$ cat src/rtl/core/gbfp_pkg.sv
// package for the gnss binary frame parser
// holds the phase and status codes, the sync constants and the result type
// no dependencies
package gbfp_pkg;

	localparam logic [7:0] SYNC_FIRST  = 8'hB5;
	localparam logic [7:0] SYNC_SECOND = 8'h62;

	typedef enum logic [2:0] {
		PH_HUNT1   = 3'd0,
		PH_HUNT2   = 3'd1,
		PH_CLASS   = 3'd2,
		PH_ID      = 3'd3,
		PH_LEN_LO  = 3'd4,
		PH_LEN_HI  = 3'd5,
		PH_PAYLOAD = 3'd6,
		PH_CK_B    = 3'd7
	} phase_t;

	typedef enum logic [2:0] {
		ST_IGNORED = 3'd0,
		ST_HEADER  = 3'd1,
		ST_PAYLOAD = 3'd2,
		ST_CK_A_OK = 3'd3,
		ST_GOOD    = 3'd4,
		ST_FAIL    = 3'd5
	} status_t;

	typedef struct packed {
		status_t     status;
		logic [7:0]  payload_byte;
		logic [15:0] payload_index;
		logic        payload_kept;
		logic [7:0]  frame_class;
		logic [7:0]  frame_id;
		logic [15:0] frame_length;
	} result_t;

endpackage

$ cat src/rtl/core/gbfp_if.sv
// channel interfaces for the gnss binary frame parser
// byte input, result output and max_payload write channel
// no dependencies
interface gbfp_in_if;
	logic       valid;
	logic       ready;
	logic [7:0] rx_byte;

	modport source (output valid, output rx_byte, input ready);
	modport sink (input valid, input rx_byte, output ready);
endinterface

interface gbfp_out_if;
	logic        valid;
	logic        ready;
	logic [2:0]  status;
	logic [7:0]  payload_byte;
	logic [15:0] payload_index;
	logic        payload_kept;
	logic [7:0]  frame_class;
	logic [7:0]  frame_id;
	logic [15:0] frame_length;

	modport source (
		output valid, output status, output payload_byte, output payload_index,
		output payload_kept, output frame_class, output frame_id, output frame_length,
		input ready
	);
	modport sink (
		input valid, input status, input payload_byte, input payload_index,
		input payload_kept, input frame_class, input frame_id, input frame_length,
		output ready
	);
endinterface

interface gbfp_cfg_if;
	logic        valid;
	logic        ready;
	logic [15:0] max_payload;

	modport source (output valid, output max_payload, input ready);
	modport sink (input valid, input max_payload, output ready);
endinterface

$ cat src/rtl/core/gnss_binary_frame_parser.sv
// top level of the gnss binary frame parser
// byte stream in, one result per byte out, max_payload write channel
// depends on gbfp_pkg, gbfp_if, gbfp_parser, gbfp_out_reg
//
// usage
//   rx: one received byte per request. the parser hunts for b5 62, captures
//     class, id and a little-endian 16-bit length, passes payload bytes with
//     index and kept flag, then checks the two fletcher checksum bytes.
//   res: one result per byte: status, payload fields, class, id, length.
//   cfg: writes max_payload, always ready; write only while the block idles.
//   timing: a result is registered and appears in the cycle after its byte is accepted.
//   throughput: one byte per cycle while res is not stalled; the parser state
//     updates in the cycle of acceptance and a single result register feeds the output.
//   stall: while res is stalled with a result held, rx.ready follows
//     res.ready, so a byte is taken in the same cycle the held result leaves.
//   reset: arst_n clears the phase to hunting, all sums and captured fields to
//     zero, max_payload to 65535 and empties the result register.
module gnss_binary_frame_parser (
	input  logic      clk,
	input  logic      arst_n,
	gbfp_in_if.sink   rx,
	gbfp_out_if.source res,
	gbfp_cfg_if.sink  cfg
);
	import gbfp_pkg::*;

	result_t res_d;
	result_t res_s1;
	logic    can_load;
	logic    valid_s1;
	logic    in_fire;

	assign rx.ready  = can_load;
	assign in_fire   = rx.valid && can_load;
	assign cfg.ready = 1'b1;

	gbfp_parser u_parser (
		.clk      (clk),
		.arst_n   (arst_n),
		.in_fire  (in_fire),
		.rx_byte  (rx.rx_byte),
		.cfg_we   (cfg.valid),
		.cfg_data (cfg.max_payload),
		.res      (res_d)
	);

	gbfp_out_reg u_out_reg (
		.clk       (clk),
		.arst_n    (arst_n),
		.load      (rx.valid),
		.res_d     (res_d),
		.out_ready (res.ready),
		.can_load  (can_load),
		.valid_s1  (valid_s1),
		.res_s1    (res_s1)
	);

	assign res.valid         = valid_s1;
	assign res.status        = res_s1.status;
	assign res.payload_byte  = res_s1.payload_byte;
	assign res.payload_index = res_s1.payload_index;
	assign res.payload_kept  = res_s1.payload_kept;
	assign res.frame_class   = res_s1.frame_class;
	assign res.frame_id      = res_s1.frame_id;
	assign res.frame_length  = res_s1.frame_length;

endmodule

$ cat src/rtl/core/gbfp_parser.sv
// frame parser state: phase, fletcher sums, header capture, payload count
// computes one result per accepted byte and updates state on accept
// depends on gbfp_pkg
module gbfp_parser (
	input  logic              clk,
	input  logic              arst_n,
	input  logic              in_fire,
	input  logic [7:0]        rx_byte,
	input  logic              cfg_we,
	input  logic [15:0]       cfg_data,
	output gbfp_pkg::result_t res
);
	import gbfp_pkg::*;

	phase_t      phase_q, phase_d;
	logic [7:0]  sum_a_q, sum_a_d;
	logic [7:0]  sum_b_q, sum_b_d;
	logic [15:0] exp_len_q, exp_len_d;
	logic [15:0] byte_cnt_q, byte_cnt_d;
	logic [7:0]  class_q, class_d;
	logic [7:0]  id_q, id_d;
	logic [15:0] max_payload_q;
	logic [7:0]  base_a, base_b, add_a, add_b;

	// fletcher step, sums restart at the class byte
	always_comb begin
		base_a = (phase_q == PH_CLASS) ? 8'd0 : sum_a_q;
		base_b = (phase_q == PH_CLASS) ? 8'd0 : sum_b_q;
		add_a  = base_a + rx_byte;
		add_b  = base_b + add_a;
	end

	always_comb begin
		phase_d    = phase_q;
		sum_a_d    = sum_a_q;
		sum_b_d    = sum_b_q;
		exp_len_d  = exp_len_q;
		byte_cnt_d = byte_cnt_q;
		class_d    = class_q;
		id_d       = id_q;
		res        = '0;
		res.status = ST_IGNORED;
		unique case (phase_q)
			PH_HUNT1: begin
				if (rx_byte == SYNC_FIRST) begin
					phase_d    = PH_HUNT2;
					res.status = ST_HEADER;
				end
			end
			PH_HUNT2: begin
				if (rx_byte == SYNC_SECOND) begin
					phase_d    = PH_CLASS;
					res.status = ST_HEADER;
				end else begin
					phase_d = PH_HUNT1;
				end
			end
			PH_CLASS: begin
				class_d    = rx_byte;
				sum_a_d    = add_a;
				sum_b_d    = add_b;
				phase_d    = PH_ID;
				res.status = ST_HEADER;
			end
			PH_ID: begin
				id_d       = rx_byte;
				sum_a_d    = add_a;
				sum_b_d    = add_b;
				phase_d    = PH_LEN_LO;
				res.status = ST_HEADER;
			end
			PH_LEN_LO: begin
				exp_len_d  = {8'd0, rx_byte};
				sum_a_d    = add_a;
				sum_b_d    = add_b;
				phase_d    = PH_LEN_HI;
				res.status = ST_HEADER;
			end
			PH_LEN_HI: begin
				exp_len_d  = {rx_byte, exp_len_q[7:0]};
				byte_cnt_d = '0;
				sum_a_d    = add_a;
				sum_b_d    = add_b;
				phase_d    = PH_PAYLOAD;
				res.status = ST_HEADER;
			end
			PH_PAYLOAD: begin
				if (byte_cnt_q < exp_len_q) begin
					res.status        = ST_PAYLOAD;
					res.payload_byte  = rx_byte;
					res.payload_index = byte_cnt_q;
					res.payload_kept  = (byte_cnt_q < max_payload_q);
					sum_a_d           = add_a;
					sum_b_d           = add_b;
					byte_cnt_d        = byte_cnt_q + 16'd1;
				end else if (sum_a_q == rx_byte) begin
					phase_d    = PH_CK_B;
					res.status = ST_CK_A_OK;
				end else begin
					phase_d    = PH_HUNT1;
					res.status = ST_FAIL;
				end
			end
			PH_CK_B: begin
				if (sum_b_q == rx_byte) begin
					res.status       = ST_GOOD;
					res.frame_length = byte_cnt_q;
				end else begin
					res.status = ST_FAIL;
				end
				phase_d = PH_HUNT1;
			end
			default: begin
				phase_d = PH_HUNT1;
			end
		endcase
		res.frame_class = class_d;
		res.frame_id    = id_d;
	end

	always_ff @(posedge clk or negedge arst_n) begin
		if (!arst_n) begin
			phase_q    <= PH_HUNT1;
			sum_a_q    <= '0;
			sum_b_q    <= '0;
			exp_len_q  <= '0;
			byte_cnt_q <= '0;
			class_q    <= '0;
			id_q       <= '0;
		end else if (in_fire) begin
			phase_q    <= phase_d;
			sum_a_q    <= sum_a_d;
			sum_b_q    <= sum_b_d;
			exp_len_q  <= exp_len_d;
			byte_cnt_q <= byte_cnt_d;
			class_q    <= class_d;
			id_q       <= id_d;
		end
	end

	always_ff @(posedge clk or negedge arst_n) begin
		if (!arst_n) begin
			max_payload_q <= 16'hFFFF;
		end else if (cfg_we) begin
			max_payload_q <= cfg_data;
		end
	end

	a_payload_count_bound: assert property (@(posedge clk) disable iff (!arst_n)
		phase_q == PH_PAYLOAD |-> byte_cnt_q <= exp_len_q)
		else $error("payload count past announced length");

	a_ck_b_returns_hunt: assert property (@(posedge clk) disable iff (!arst_n)
		in_fire && phase_q == PH_CK_B |=> phase_q == PH_HUNT1)
		else $error("parser did not resume hunting after checksum b");

	a_good_reports_length: assert property (@(posedge clk) disable iff (!arst_n)
		in_fire && res.status == ST_GOOD |-> res.frame_length == exp_len_q)
		else $error("good frame length differs from announced length");

endmodule

$ cat src/rtl/core/gbfp_out_reg.sv
// result register between the parser and the output channel
// holds one result, accepts a new one whenever it is empty or being drained
// depends on gbfp_pkg
module gbfp_out_reg (
	input  logic              clk,
	input  logic              arst_n,
	input  logic              load,
	input  gbfp_pkg::result_t res_d,
	input  logic              out_ready,
	output logic              can_load,
	output logic              valid_s1,
	output gbfp_pkg::result_t res_s1
);
	import gbfp_pkg::*;

	assign can_load = !valid_s1 || out_ready;

	always_ff @(posedge clk or negedge arst_n) begin
		if (!arst_n) begin
			valid_s1 <= 1'b0;
		end else if (can_load) begin
			valid_s1 <= load;
		end
	end

	always_ff @(posedge clk) begin
		if (load && can_load) begin
			res_s1 <= res_d;
		end
	end

	a_hold_when_stalled: assert property (@(posedge clk) disable iff (!arst_n)
		valid_s1 && !out_ready |=> valid_s1 && $stable(res_s1))
		else $error("result changed while stalled");

	a_kept_only_payload: assert property (@(posedge clk) disable iff (!arst_n)
		valid_s1 && res_s1.status != ST_PAYLOAD |-> !res_s1.payload_kept)
		else $error("kept flag outside payload");

	a_length_only_good: assert property (@(posedge clk) disable iff (!arst_n)
		valid_s1 && res_s1.status != ST_GOOD |-> res_s1.frame_length == 16'd0)
		else $error("frame length outside good frame");

endmodule
$ cat src/flat_wrapper.sv
// flat-port wrapper written by rule: the top's interface ports become plain ports
module gnss_binary_frame_parser_flat import gbfp_pkg::*;
  (clk, arst_n, rx_valid, rx_rx_byte, rx_ready, res_valid, res_status, res_payload_byte, res_payload_index, res_payload_kept, res_frame_class, res_frame_id, res_frame_length, res_ready, cfg_valid, cfg_max_payload, cfg_ready);
  gbfp_in_if rx_i ();
  gbfp_out_if res_i ();
  gbfp_cfg_if cfg_i ();
  input  logic clk;
  input  logic arst_n;
  input wire logic [$bits(rx_i.valid)-1:0] rx_valid;
  input wire logic [$bits(rx_i.rx_byte)-1:0] rx_rx_byte;
  output wire logic [$bits(rx_i.ready)-1:0] rx_ready;
  output wire logic [$bits(res_i.valid)-1:0] res_valid;
  output wire logic [$bits(res_i.status)-1:0] res_status;
  output wire logic [$bits(res_i.payload_byte)-1:0] res_payload_byte;
  output wire logic [$bits(res_i.payload_index)-1:0] res_payload_index;
  output wire logic [$bits(res_i.payload_kept)-1:0] res_payload_kept;
  output wire logic [$bits(res_i.frame_class)-1:0] res_frame_class;
  output wire logic [$bits(res_i.frame_id)-1:0] res_frame_id;
  output wire logic [$bits(res_i.frame_length)-1:0] res_frame_length;
  input wire logic [$bits(res_i.ready)-1:0] res_ready;
  input wire logic [$bits(cfg_i.valid)-1:0] cfg_valid;
  input wire logic [$bits(cfg_i.max_payload)-1:0] cfg_max_payload;
  output wire logic [$bits(cfg_i.ready)-1:0] cfg_ready;
  assign rx_i.valid = rx_valid;
  assign rx_i.rx_byte = rx_rx_byte;
  assign rx_ready = rx_i.ready;
  assign res_valid = res_i.valid;
  assign res_status = res_i.status;
  assign res_payload_byte = res_i.payload_byte;
  assign res_payload_index = res_i.payload_index;
  assign res_payload_kept = res_i.payload_kept;
  assign res_frame_class = res_i.frame_class;
  assign res_frame_id = res_i.frame_id;
  assign res_frame_length = res_i.frame_length;
  assign res_i.ready = res_ready;
  assign cfg_i.valid = cfg_valid;
  assign cfg_i.max_payload = cfg_max_payload;
  assign cfg_ready = cfg_i.ready;
  gnss_binary_frame_parser u_core (.clk(clk), .arst_n(arst_n), .rx(rx_i), .res(res_i), .cfg(cfg_i));
endmodule
$ cat config.mk
export PLATFORM = sky130hd
export DESIGN_NAME = gnss_binary_frame_parser_flat
export DESIGN_NICKNAME = d
export VERILOG_FILES = /design/src/rtl/core/gbfp_pkg.sv /design/src/rtl/core/gbfp_if.sv /design/src/rtl/core/gnss_binary_frame_parser.sv /design/src/rtl/core/gbfp_parser.sv /design/src/rtl/core/gbfp_out_reg.sv /design/src/flat_wrapper.sv
export SDC_FILE = /design/constraint.sdc
export NUM_CORES = 1
export LEC_CHECK = 0
export ABC_AREA = 0
export BUFFER_PORTS_ARGS = -buffer_cell sky130_fd_sc_hd__clkbuf_2
export CAP_MARGIN = 15
export CELL_PAD_IN_SITES_DETAIL_PLACEMENT = 1
export CELL_PAD_IN_SITES_GLOBAL_PLACEMENT = 2
export CORE_ASPECT_RATIO = 1.5
export CORE_MARGIN = 5
export CORE_UTILIZATION = 38
export DETAILED_ROUTE_END_ITERATION = 12
export GPL_ROUTABILITY_DRIVEN = 0
export PLACE_DENSITY = 0.78
export SETUP_SLACK_MARGIN = 0.1
export SYNTH_ARGS = -nofsm -noshare
export SYNTH_HDL_FRONTEND = slang
export SYNTH_SLANG_ARGS = --single-unit
$ cat constraint.sdc
create_clock -name clk -period 5.1 [get_ports clk]
set_clock_uncertainty 0.2 [all_clocks]
set_input_delay 0.255 -clock clk [delete_from_list [all_inputs] [get_ports clk]]
set_output_delay 0.255 -clock clk [all_outputs]
set_load 0.01 [all_outputs]
# Word level (Yosys, flattened, before mapping)
# Cells that the tools add are included.
# Widths: inputs -> output; s select.
[classes]
add_sub_neg = 3
order_cmp = 2
n_eq_ne = 14
mux = 22
bitwise = 1
reduce_logical = 15
[ops]
columns = ["operator", "n"]
rows = [
  ["$pmux 16 s2", 2],
  ["$mux 8", 6],
  ["$lt 16x16->1", 2],
  ["$pmux 8 s2", 2],
  ["$pmux 3 s8", 1],
  ["$add 16x1->16 const B", 1],
  ["$add 8x8->8", 2],
  ["$eq 8x8->1", 2],
  ["$mux 16", 1],
  ["$mux 3", 5],
  ["$pmux 3 s5", 1],
  ["$eq 3x3->1 const B", 4],
  ["$reduce_and 3->1", 4],
  ["$eq 8x7->1 const B", 1],
  ["$eq 8x8->1 const B", 1],
  ["$eq 3x2->1 const B", 2],
  ["$ne 2x2->1 const B", 3],
  ["$reduce_and 2->1", 3],
  ["$reduce_bool 2->1", 3],
  ["$reduce_or 4->1", 1],
  ["$eq 3x1->1 const B", 1],
  ["$logic_not 3->1", 1],
  ["$mux 1", 3],
  ["$mux 2", 1],
  ["other kinds (4)", 4],
]
[word_totals]
ff_bits = 144
elab_cells = 74

# Depth between registers and ports, before layout
[depth]
ltp_word = 6
mapped_depth = 21
depth_no_buf = 17

# Hierarchy
# A second synthesis with hierarchy kept.
[unflattened]
cells_unflattened = 687
hier_area_um2 = 7447.1
[by_module_without_submodules]
columns = ["mod", "n_inst", "cells_per_inst", "area_each_um2"]
rows = [
  ["gbfp_parser", 1, 620, 5574.1],
  ["gbfp_out_reg", 1, 64, 1855.5],
  ["gnss_binary_frame_parser", 1, 3, 17.5],
]

# Least setup slack after synthesis
# Ideal clock, no wire load.
[synth_timing]
kind = "flip-flop to flip-flop"
from = "reg u_core.u_parser.phase_q[2]"
to = "reg u_core.u_parser.sum_b_q[7]"
arrival_time_ps = 3764
required_time_ps = 4778
slack_ps = 1014
path_stages_with_launch = 21
synth_period_minus_slack_ps = 4086
cell_sequence = "dfrtp_1 -> buf_6 -> or3b_1 -> buf_2 -> buf_2 -> clkbuf_1 -> and2_1 -> ha_1 -> fa_1 -> nand2_1 -> nand2_1 -> a21oi_1 -> o21bai_1 -> a21oi_1 -> xnor2_1 -> ha_1 -> or3_1 -> o211ai_1 -> xnor2_2 -> mux2i_1 -> a2bb2oi_2"
[synth_between]
elab_chain_len = 6
[synth_lines]
columns = ["element", "line_no", "rtl"]
rows = [
  ["start, declared", "gbfp_parser.sv:15", "phase_t phase_q, phase_d;"],
  ["start signal, assigned", "gbfp_parser.sv:131", "phase_q <= phase_d;"],
  ["$eq 3x2->1 *", "gbfp_parser.sv:27", "base_a = (phase_q == PH_CLASS) ? 8'd0 : sum_a_q;"],
  ["$mux 8 *", "gbfp_parser.sv:27", ""],
  ["$add 8x8->8 *", "gbfp_parser.sv:29", "add_a = base_a + rx_byte;"],
  ["net u_core.u_parser.add_a[6]", "gbfp_parser.sv:23", "logic [7:0] base_a, base_b, add_a, add_b;"],
  ["$add 8x8->8 *", "gbfp_parser.sv:30", "add_b = base_b + add_a;"],
  ["$mux 8", "gbfp_parser.sv:88", "if (byte_cnt_q < exp_len_q) begin"],
  ["$pmux 8 s2 *", "gbfp_parser.sv:43", "unique case (phase_q)"],
  ["end signal, assigned", "gbfp_parser.sv:133", "sum_b_q <= sum_b_d;"],
  ["end, declared", "gbfp_parser.sv:17", "logic [7:0] sum_b_q, sum_b_d;"],
]
# The timed path passes the listed nets; every way through them passes the cells marked *. The select of a mux whose other input is x is not followed.
# A chain may end at the register's enable or synchronous reset.

# Worst setup path in the final report
# Same ends and word-level chain as after synthesis.

==> out/metrics.json <==
{
  "outcome": "completed",
  "timing.critical_path.max_delay_family": "simple AND/OR/NAND/NOR gates",
  "dominant_combinational_cell_family_by_area_after_synthesis": "simple AND/OR/NAND/NOR gates",
  "postCtsSetupBuffers": 0,
  "ctsResizeCount": 0,
  "yosys.area_share.xor_xnor": 0.03618,
  "internal_power_mw": 3.048,
  "grt_first_pass_wirelength_um": 32450,
  "power.density_mw_per_mm2": 518.9,
  "layout_min_cycle_time_ns": 4.143,
  "finalCritPeriodShare": 0.8124,
  "mux_contribution_to_synthesized_area": 0.04813,
  "syn-cell-area_mm2": 0.007435,
  "cts_num_sinks": 144,
  "pwr-share-comb": 0.368,
  "seq_power_share": 0.358,
  "timing.critical_path.arrival_ns": 4.21,
  "p_sw_mw": 1.571,
  "number_of_distinct_standard_cells_referenced_by_the_synthesized_netlist": 57,
  "count_of_placed_standard_cells_including_taps": 1029,
  "synth_warnings": 0,
  "worstMarginPinSlew_ns": 1.116,
  "critPathLaunchType": "register",
  "route.vias.total": 5472,
  "rsz_0062_raised_after_global_routing": "no",
  "vdd_ir_drop_max_mv": 0.2843,
  "worst-path-max-fanout": 10,
  "cts_made_buffers": 17,
  "std_cell_rows": 62,
  "fraction_of_power_spent_switching_nets": 0.3401,
  "synthArstFlopShare": 0.5833,
  "clock_tree_from_tritoncts": "done",
  "most_used_cells_in_the_layout_excluding_fill_and_tap_cells": "nand2_1 (121), clkbuf_2 (89), dfrtp_1 (68)",
  "layout_commonest_cell": "nand2_1",
  "critical_path_max_stage_delay_ns": 0.54,
  "first_global_vias": 6054,
  "synth_compound_area_frac": 0.09862,
  "report.final.slew_viol_count": 0,
  "worst_slew_margin_rel": 0.2533,
  "number_of_remaining_drc_errors": 0,
  "sequential_area_share_after_synthesis": 0.5278,
  "synth.ff_latch_count": 144,
  "antenna_found_initial": 0,
  "number_of_top_level_pins": 92,
  "synth.net_count": 786,
  "drt_pass1_iterations": 4,
  "hold_viol_final": 0,
  "yosys.area.top_type": "edfxtp_1",
  "nets_finish": 888,
  "htreeDepth": 4,
  "antenna-diode-count": 0,
  "hpwl_um": 14060,
  "finish.cell_count_without_fillers": 1081,
  "gr-usage-all-layers": 0.1802,
  "ys.flop_type": "dfrtp_1",
  "design_area_mm2": 0.008900,
  "setup_violations": 0,
  "synthSimpleGateAreaFrac": 0.1690,
  "clkSlewWorstSetupHoldPaths_ns": 0.06,
  "syn-instance-count": 710,
  "layout-area-overhead-vs-synth_pct": 19.71,
  "required_ns": 5.17,
  "die_h_um": 181.3,
  "drt.antenna.violating_nets": 0,
  "number_of_buffer_cells_added_on_primary_ports": 90,
  "clock_tree.buffer_depth": 2,
  "post_synth.cell_area_avg_um2": 10.47,
  "grt_overflow_total": 0,
  "cts.root.buffer_cell": "clkbuf_16",
  "synth_top_cell_area_share": 0.2423,
  "critical-path-slowest-cell": "or3b_1",
  "path_class": "register to register",
  "avgViaCountPerCell": 5.062,
  "synthTopCellsByArea": "edfxtp_1 (24%), dfrtp_1 (23%), ha_1 (7.6%)",
  "critPathCaptureType": "register",
  "path_category_of_the_worst_min_delay_check": "primary input to register",
  "detail_route.wirelength_um": 19700,
  "fmax_ghz": 0.2414,
  "clk_latency_ns": 0.42,
  "detailed_place.area_mm2": 0.008098,
  "crit_path_cell_trace": "or3b_1 -> and2_1 -> ha_1 -> fa_1 -> nand2_1 -> nand2_1 -> a21oi_1 -> o21bai_1 -> a21oi_1 -> xnor2_1 -> ha_1 -> or3_1 -> o211ai_1 -> xnor2_2 -> mux2i_1 -> a2bb2oi_2",
  "setup_tns_ns": 0,
  "coreArea_mm2": 0.01924,
  "pwr-share-clk": 0.274,
  "layout-drive-gt1-share": 0.2133,
  "synth_edf_count": 60,
  "maximum_number_of_pins_on_one_net_before_global_route_repair": 54,
  "power.static_leakage_nw": 4.005,
  "drt-wirelength-per-cell_um": 18.22,
  "initial_standard_cell_utilization_of_the_core": 0.3864,
  "post_synthesis_adder_cell_area_fraction": 0.08112,
  "number_of_drc_markers_after_the_initial_detailed_route_iteration": 231,
  "die-width_um": 124.2,
  "bufs_and_invs_on_worst_path": 0,
  "overall_die_area_mm2": 0.02252,
  "max-cap-violations": 0
}
## registers in the layout (all words and copies together), names as in the netlist
register,flops
u_core.u_out_reg.res_s1,60
u_core.u_parser.byte_cnt_q,16
u_core.u_parser.exp_len_q,16
u_core.u_parser.max_payload_q,16
u_core.u_parser.class_q,8
u_core.u_parser.id_q,8
u_core.u_parser.sum_a_q,8
u_core.u_parser.sum_b_q,8
u_core.u_parser.phase_q,3
u_core.u_out_reg.valid_s1,1
## metrics by stage
step / hold slack (ns) / util / total power [mW] / setup slack (ns)
after floorplan: -0.2406 / - / 2.917 / 1.014
after global placement: 0.03280 / 0.4209 / 3.254 / 1.120
after detailed placement: 0.02822 / 0.4209 / 3.368 / 0.9847
after CTS: 0.04725 / 0.4622 / 4.670 / 0.9750
after global routing: 0.06922 / 0.4626 / 4.927 / 0.7480
final: 0.06878 / 0.4626 / 4.618 / 0.9570
## cell type report
| cell class | count | area, µm² |
|---|---|---|
| Tap cell | 256 | 320.3 |
| Clock inverter | 9 | 103.9 |
| Inverter | 37 | 140.1 |
| Sequential cell | 144 | 3924 |
| Timing Repair Buffer | 115 | 688.2 |
| Multi-Input combinational cell | 497 | 3223 |
| Fill cell | 2178 | 10340 |
| Clock buffer | 23 | 500.5 |
## final timing paths
path	startpoint	endpoint	slack, ns	depth (start not counted)
min in group asynchronous	arst_n	u_core.u_parser.byte_cnt_q[15]	0.13	2
worst max-delay path	u_core.u_parser.phase_q[2]	u_core.u_parser.sum_b_q[7]	0.96	16
worst max register to register	u_core.u_parser.phase_q[2]	u_core.u_parser.sum_b_q[7]	0.96	16
worst min-delay path	rx_rx_byte[6]	u_core.u_parser.exp_len_q[14]	0.07	3
worst min register to register	u_core.u_parser.id_q[7]	u_core.u_parser.id_q[7]	0.27	2
max in group asynchronous	arst_n	u_core.u_parser.sum_a_q[7]	3.50	3
## routing by layer
layer / vias to the layer above / GRT usage / part of all wire
met1: 2717 / 0.1969 / 0.39
li1: 2634 / - / -
met2: 93 / 0.3432 / 0.56
met5: - / 0 / 0
met3: 28 / 0.03338 / 0.028
met4: 0 / 0.06582 / 0.022
## cell families (layout without fill, tap and decap cells)
group                      Yosys count  after routing
buffers and inverters               69            184
adders and majority gates           47             47
and+or+nand+nor                    261            261
AOI/OAI and AO/OA                  127            127
muxes                               32             32
other                                1              1
xor gates and xnor gates            29             29
DFF                                144            144
## what timing repair did
item	CTS	global route
endpoints found under the setup margin	0	0
hold buffers	19	0
hold endpoints to repair	48	0
## power groups by stage
stage	combinational (mW)	clock [mW]	sequential, mW
finish	1.70	1.27	1.65
detailed placement	1.69	0	1.68
global route	1.89	1.35	1.69
floorplan	1.27	0	1.65
CTS	1.72	1.30	1.66
global placement	1.60	0	1.66
## synthesized netlist by cell type, types with 4 or more instances
master,count
nor2b_1,6
edfxtp_1,60
a21oi_1,27
nand2b_1,5
and2_1,54
xor2_1,19
dfstp_2,16
and3_1,10
clkbuf_1,23
o21ai_1,4
ha_1,45
nand4_1,5
buf_2,5
nand3_1,4
nor3_1,7
nor2_1,33
dfrtp_1,68
mux2_2,26
xnor2_1,8
nand2_1,121
a31oi_1,7
inv_1,37
nor4_1,5
a21o_1,6
o21ai_0,66
mux2_1,4
## tightest hold or removal path, delay by kind of cell
family	cells	cell delay, ns
AO/OA/AOI/OAI	1	0.06
AND/OR/NAND/NOR	1	0.10
buffers and inverters	1	0.22
Power figures use the tool's default switching activity.
